<file path="config.mk">
export PLATFORM = sky130hd
export DESIGN_NAME = sbf_ctrl
export DESIGN_NICKNAME = d
export VERILOG_FILES = /design/src/design/sbf_pkg.sv /design/src/design/sbf_ctrl.sv
export SDC_FILE = /design/constraint.sdc
export NUM_CORES = 1
export LEC_CHECK = 0
export BUFFER_PORTS_ARGS = -buffer_cell sky130_fd_sc_hd__buf_2
export CAP_MARGIN = 20
export CORE_MARGIN = 4
export CORE_UTILIZATION = 54
export CTS_BUF_LIST = sky130_fd_sc_hd__clkbuf_2
export CTS_CLUSTER_DIAMETER = 120
export CTS_CLUSTER_SIZE = 8
export DETAILED_ROUTE_END_ITERATION = 16
export GPL_TIMING_DRIVEN = 0
export PLACE_DENSITY_LB_ADDON = 0.3
export SYNTH_ARGS = -nofsm -noshare
export SYNTH_HDL_FRONTEND = slang
export SYNTH_SLANG_ARGS = --single-unit
</file>
<file path="constraint.sdc">
create_clock -name clk -period 2.6 [get_ports clk]
set_input_delay 0.39 -clock clk [delete_from_list [all_inputs] [get_ports clk]]
set_output_delay 0.39 -clock clk [all_outputs]
set_load 0.01 [all_outputs]
</file>
<file path="src/design/sbf_pkg.sv">
// Shared constants, field layout, codes and control/status types for the sample ring fit.
`default_nettype none

package sbf_pkg;

    // Ring depth default and fit order
    localparam int BUFFER_DEPTH_DEF = 32;
    localparam int HALF_DEGREE      = 2;
    localparam int TAP_COUNT        = HALF_DEGREE + 1;
    localparam int CONTROL_COUNT    = 2 * HALF_DEGREE + 1;
    localparam int WEIGHT_COUNT     = CONTROL_COUNT * TAP_COUNT;

    // Counter widths
    localparam int TAP_W  = $clog2(TAP_COUNT);
    localparam int WPTR_W = $clog2(WEIGHT_COUNT);

    // Field widths
    localparam int FUNC_W   = 2;
    localparam int COORD_W  = 32;
    localparam int WIDX_W   = 4;
    localparam int WVAL_W   = 32;
    localparam int CTRL_W   = 3;
    localparam int STRIDE_W = 5;
    localparam int THR_W    = 32;

    // Stream packing
    localparam int X_LSB       = 0;
    localparam int Y_LSB       = X_LSB + COORD_W;
    localparam int WIDX_LSB    = Y_LSB + COORD_W;
    localparam int WVAL_LSB    = WIDX_LSB + WIDX_W;
    localparam int IN_BITS     = WVAL_LSB + WVAL_W;
    localparam int IN_TDATA_W  = ((IN_BITS + 7) / 8) * 8;
    localparam int OUT_TDATA_W = 2 * COORD_W;

    // Arithmetic
    localparam int PROD_W     = 2 * COORD_W;
    localparam int ACC_W      = PROD_W + TAP_W;
    localparam int FRAC_SHIFT = 24;

    // Configuration port
    localparam int CFG_IDX_W  = 1;
    localparam int CFG_DATA_W = 32;
    localparam logic [CFG_IDX_W-1:0] CFG_STRIDE = 1'b0;
    localparam logic [CFG_IDX_W-1:0] CFG_THRESH = 1'b1;
    localparam logic [STRIDE_W-1:0]  STRIDE_RESET = 5'd1;
    localparam logic [THR_W-1:0]     THRESH_RESET = 32'd4294967;

    localparam logic [1:0] STILL_MAX = 2'd3;

    typedef enum logic [FUNC_W-1:0] {
        FUNC_ENQ  = 2'd0,
        FUNC_PRED = 2'd1,
        FUNC_WGT  = 2'd2
    } func_t;

    typedef struct packed {
        logic load_in;
        logic first;
        logic rd_newest;
        logic sq;
        logic upd;
        logic wr_one;
        logic fill;
        logic wr_weight;
        logic pred_start;
        logic tap_rd;
        logic tap_ld;
        logic mul;
        logic acc;
        logic out_load;
        logic next_ctrl;
    } cmd_t;

    typedef struct packed {
        logic empty;
        logic still;
        logic sweep_last;
        logic tap_done;
        logic tap_last;
        logic ctrl_last;
        logic out_free;
    } sts_t;

endpackage

`default_nettype wire

</file>
<file path="src/design/sbf_ctrl.sv">
// Controller: sequences enqueue, ring flood, tap gather and the per-point multiply-accumulate.
`default_nettype none

module sbf_ctrl (
    input  wire logic                          clk,
    input  wire logic                          rst_n,
    input  wire logic                          s_tvalid,
    input  wire logic [sbf_pkg::FUNC_W-1:0]    s_tuser,
    output logic                               s_tready,
    input  wire sbf_pkg::sts_t                 sts,
    output sbf_pkg::cmd_t                      cmd
);

    typedef enum logic [10:0] {
        S_IDLE    = 11'b000_0000_0001,
        S_ENQ_SQ  = 11'b000_0000_0010,
        S_ENQ_UPD = 11'b000_0000_0100,
        S_WRITE   = 11'b000_0000_1000,
        S_FILL    = 11'b000_0001_0000,
        S_TAP_RD  = 11'b000_0010_0000,
        S_TAP_LD  = 11'b000_0100_0000,
        S_MUL     = 11'b000_1000_0000,
        S_ACC     = 11'b001_0000_0000,
        S_OUT     = 11'b010_0000_0000,
        S_SPARE   = 11'b100_0000_0000
    } state_t;

    state_t state_reg;
    state_t state_next;
    logic   accept;

    assign s_tready = (state_reg == S_IDLE);
    assign accept   = s_tvalid && s_tready;

    always_comb
    begin
        state_next = state_reg;
        cmd        = '0;
        unique case (state_reg)
            S_IDLE:
            begin
                cmd.load_in = accept;
                if (accept)
                begin
                    unique case (s_tuser)
                        sbf_pkg::FUNC_ENQ:
                        begin
                            if (sts.empty)
                            begin
                                cmd.first  = 1'b1;
                                state_next = S_FILL;
                            end
                            else
                            begin
                                cmd.rd_newest = 1'b1;
                                state_next    = S_ENQ_SQ;
                            end
                        end
                        sbf_pkg::FUNC_PRED:
                        begin
                            cmd.pred_start = 1'b1;
                            state_next     = S_TAP_RD;
                        end
                        sbf_pkg::FUNC_WGT:
                        begin
                            cmd.wr_weight = 1'b1;
                        end
                        default: ;
                    endcase
                end
            end
            S_ENQ_SQ:
            begin
                cmd.sq     = 1'b1;
                state_next = S_ENQ_UPD;
            end
            S_ENQ_UPD:
            begin
                cmd.upd    = 1'b1;
                state_next = sts.still ? S_FILL : S_WRITE;
            end
            S_WRITE:
            begin
                cmd.wr_one = 1'b1;
                state_next = S_IDLE;
            end
            S_FILL:
            begin
                cmd.fill = 1'b1;
                if (sts.sweep_last)
                begin
                    state_next = S_IDLE;
                end
            end
            S_TAP_RD:
            begin
                cmd.tap_rd = 1'b1;
                state_next = S_TAP_LD;
            end
            S_TAP_LD:
            begin
                cmd.tap_ld = 1'b1;
                state_next = sts.tap_done ? S_MUL : S_TAP_RD;
            end
            S_MUL:
            begin
                cmd.mul    = 1'b1;
                state_next = S_ACC;
            end
            S_ACC:
            begin
                cmd.acc    = 1'b1;
                state_next = sts.tap_last ? S_OUT : S_MUL;
            end
            S_OUT:
            begin
                // Hold the finished point until the result register frees up
                if (sts.out_free)
                begin
                    cmd.out_load = 1'b1;
                    if (sts.ctrl_last)
                    begin
                        state_next = S_IDLE;
                    end
                    else
                    begin
                        cmd.next_ctrl = 1'b1;
                        state_next    = S_MUL;
                    end
                end
            end
            default:
            begin
                state_next = S_IDLE;
            end
        endcase
    end

    always_ff @(posedge clk or negedge rst_n)
    begin
        if (!rst_n)
        begin
            state_reg <= S_IDLE;
        end
        else
        begin
            state_reg <= state_next;
        end
    end

endmodule

`default_nettype wire

</file>
Word level (Yosys, flattened, before mapping)
Cells that the tools add are included.
{"block": "word_totals", "register_bits": 11, "out_inout_bits": 16, "input_bits": 12, "elab_cells": 50}
{"block": "op_classes", "n_reduce_logical": 3, "muxes": 30, "n_eq_ne": 16}
{"operator": "11-bit case mux with 9 select lines", "n": 1}
{"operator": "11-bit two-way mux", "n": 3}
{"operator": "11-bit case mux with 2 select lines", "n": 1}
{"operator": "8-bit two-way mux", "n": 2}
{"operator": "1-bit two-way mux", "n": 13}
{"operator": "2-bit two-way mux", "n": 6}
{"operator": "11-bit by 1-bit equality test with 1-bit output (second input constant)", "n": 1}
{"operator": "11-bit by 10-bit equality test with 1-bit output (second input constant)", "n": 1}
{"operator": "11-bit by 2-bit equality test with 1-bit output (second input constant)", "n": 1}
{"operator": "11-bit by 3-bit equality test with 1-bit output (second input constant)", "n": 1}
{"operator": "11-bit by 4-bit equality test with 1-bit output (second input constant)", "n": 1}
{"operator": "11-bit by 5-bit equality test with 1-bit output (second input constant)", "n": 1}
{"operator": "11-bit by 6-bit equality test with 1-bit output (second input constant)", "n": 1}
{"operator": "11-bit by 7-bit equality test with 1-bit output (second input constant)", "n": 1}
{"operator": "11-bit by 8-bit equality test with 1-bit output (second input constant)", "n": 1}
{"operator": "11-bit by 9-bit equality test with 1-bit output (second input constant)", "n": 1}
{"operator": "10-bit two-way mux", "n": 1}
{"operator": "5-bit two-way mux", "n": 2}
{"operator": "2-bit != test (second input constant)", "n": 2}
{"operator": "4-bit AND reduction", "n": 1}
{"operator": "3-bit two-way mux", "n": 1}
{"operator": "3-bit by 1-bit != test with 1-bit output (second input constant)", "n": 1}
{"operator": "2-bit by 1-bit equality test with 1-bit output (second input constant)", "n": 1}
{"operator": "2-bit equality test (second input constant)", "n": 1}
{"operator": "other kinds (3)", "n": 3}

Logic depth before layout (Yosys ltp)
{"block": "logic_depth", "word_depth": 4, "ltp_mapped": 6, "mapped_depth_nobuf": 5}

Worst setup path after synthesis
No wires, ideal clock.
{"block": "synth_path", "kind": "register -> output", "startpoint": "register state_reg[1]", "endpoint": "output cmd[13] (netlist name)", "setup_slack_ps": 503, "n_path_buf": 1, "path_stages_with_launch": 7, "arrival_ps": 1707, "t_required_ps": 2210, "cell_sequence": "dfrtp_1 buf_2 nor3_1 nand2_1 nor2_2 nand2_1 nor4b_1"}
{"item": "start: declaration", "line": "sbf_ctrl.sv:28", "source": "state_t state_reg;"}
{"item": "start signal: assignment", "line": "sbf_ctrl.sv:147", "source": "state_reg <= state_next;"}
{"item": "end: declaration", "line": "sbf_ctrl.sv:11", "source": "output sbf_pkg::cmd_t cmd"}

==> reports/metrics.cfg <==
[run_status]
status = finished clean

[placement]
port_buffers = 27
routabilityCongestion = 0.8173
detailed_place_hpwl_um = 1536

[clock_tree]
post_cts_buffers = 0
htree_num_levels = 1
clk_latency_ns = 0.27
cts_tree = built
clock_sinks = 10
ctsRootBufferMaster = clkbuf_2
cts.path.max_buffers = 2
clkTransAtPathRegs_ns = 0.11
cts_buffers = 3

[route]
vias_per_cell = 5.936
drc = 0
post_drt_wl_per_cell_um = 13.96
wirelength_um = 1954
vias = 831
drtIter0Drc = 23
drtAntennaViolNets = 0
drt_first_pass_iters = 4

[power_and_ir_drop]
p_int_mw = 0.4177
combPwrFrac_pct = 59.9
ir_drop_mv = 0.5623
p_total_mw = 0.7865
power.density_cell_area_nw_per_um2 = 822.8
p_sw_share_pct = 46.89
cellLeakagePower_nw = 0.5005
power.net_switching_mw = 0.3688
p_clk_share_pct = 11.9
p_seq_share_pct = 28.2

[critical_path]
worst_path_most_repeated_cell = buf_2
r2r_slack_ns = 0.79
ff2ff_path_depth = 5
worstSetupEndpoint = cmd[13]
cp-start-kind = flop
crit_start = state_reg[1]
timing.rr.start = state_reg[7]
cp_slowest_cell = dfrtp_1
critPathMaxStageDelay_ns = 0.37
cp_max_fo = 10
reg2reg_to = state_reg[4]
crit_chain = buf_2 > nor3_2 > nand2_2 > nor2_2 > nand2_1 > nor4b_1 > buf_2
critPathCaptureType = output port
arrival_ns = 2.05
crit_required_ns = 2.21
critical_path_class = reg -> out

[floorplan]
start_util_pct = 58.12
ios = 28
fp.coreArea_um2 = 1318
die_w_um = 45.66
die_h_um = 45.66
die_area_um2 = 2084
rows = 13

[timing]
fin_crit_ns = 2.435
maxSlewHeadroom_pct = 79.13
hold_viol_final = 0
worst_pin_slew_ns = 0.3119
max_freq_ghz = 0.4106
skew_ns = 0.001928
slew_viol_final = 0
finalCritPeriodShare_pct = 93.67
tns_ns = 0
rsz0062_at_grt = no
finalSetupViolations = 0

[synthesis]
avgSynthCellArea_um2 = 8.234
synth_flop_cell = dfrtp_1
synthTopCellsByArea = dfrtp_1 (29%), nor3b_1 (6.9%), nor2_1 (6.4%)
yosysSeqAreaShare_pct = 32.84
syn-num-nets = 105
synth-seq-cells = 10
synth_most_common_cell = nor2_1
syn_area_um2 = 765.7
synth_async_sr_flop_share_pct = 100.0
synth_edf_count = 0
ys_top_cells_by_count = nor2_1 (13), dfrtp_1 (9), nand2_1 (8), nor3b_1 (7), nor2b_1 (5)
synth_cell_type_count = 35
syn_inst = 93
synth_top_area_share_pct = 29.41
synth_top_area_cell = dfrtp_1
synth_warnings = 0

[final_layout]
drive_above_1_share_pct = 32.80
largest_register_ffs = 10
n_fill_cell = 102
area_growth_pct = 24.84
seq_area_um2 = 251.5
diodes = 0
final_nets = 138
utilization_pct = 72.55
multiInputGateArea_um2 = 495.5

[min_path]
hold_path.class = in -> reg
hold_start = sts[5]

[grt]
antenna_found_initial = 0
grt_pass1_wl_um = 3470
grt_max_degree = 11
grt_pass1_vias = 852
gr-usage-all-layers_pct = 23.29
overflow = 0

[job]
maxCapViolCount = 0

power groups by stage:
stage	Combinational [mW]	Sequential, mW	Clock [mW]
finish	0.471	0.221	0.0938
global route	0.530	0.227	0.105
CTS	0.462	0.222	0.0960
detailed placement	0.457	0.225	0
global placement	0.446	0.223	0
floorplan	0.345	0.215	0
worst max-delay path, delay by kind of cell (launching register included):
kind / cells / cell delay, ns
buffers and inverters: 2 / 0.35
AND/OR/NAND/NOR: 5 / 1.05
flip-flops: 1 / 0.37
placed cells by master, fill, tap and decap left out, types with 5 or more instances in the layout:
cell type  count
nor2b_1        5
nand2_1        7
nor3b_1        7
nor2_1        13
buf_2         30
dfrtp_1        9
cells by family after synthesis:
group / Yosys count / synth area share, %
simple gates: 60 / 47.39
xor+xnor: 2 / 2.288
buf+inv: 6 / 3.431
flops: 10 / 32.84
compound gates: 15 / 14.05
what timing repair did:
item	CTS	global route
hold buffers	1	0
gates resized for setup	0	2
endpoints found under the hold margin	9	0
setup endpoints to repair	0	3
layout make-up:
type / instances / area share, %
clock buffer: 3 / 1.571
sequential: 10 / 26.31
timing repair buffer: 28 / 15.18
inverter: 3 / 1.178
clock inverter: 1 / 0.3927
buffer: 3 / 1.571
tap: 15 / 1.963
multi-input combinational: 77 / 51.83
metal layers:
metal | vias to the layer above | track usage, % | share of wire (%)
met5 | - | 0 | 0
met4 | 0 | 14.04 | 1.9
met3 | 6 | 3.557 | 8.7
met2 | 41 | 40.95 | 50
met1 | 384 | 25.85 | 40
li1 | 400 | - | -
stage by stage:
step	hold slack, ns	std cells	cell area, um2	setup slack (ns)
floorplan	0.09441	93	765.7	0.5028
global placement	0.2639	135	919.6	0.5087
detailed placement	0.2723	135	919.6	0.4163
CTS	0.2832	140	948.4	0.06463
global route	0.2915	140	955.9	0.008726
finish	0.2892	140	955.9	0.1646
how the worst min path moves through the flow:
stage / endpoint / slack (ns) / cells past startpoint
6_report: state_reg[3] / 0.29 / 2
5_1_grt: state_reg[3] / 0.29 / 2
4_1_cts: state_reg[3] / 0.28 / 2
3_5_place_dp: state_reg[2] / 0.27 / 1
3_3_place_gp: state_reg[6] / 0.26 / 1
2_1_floorplan: state_reg[1] / 0.09 / 0
Power figures use the tool's default switching activity.
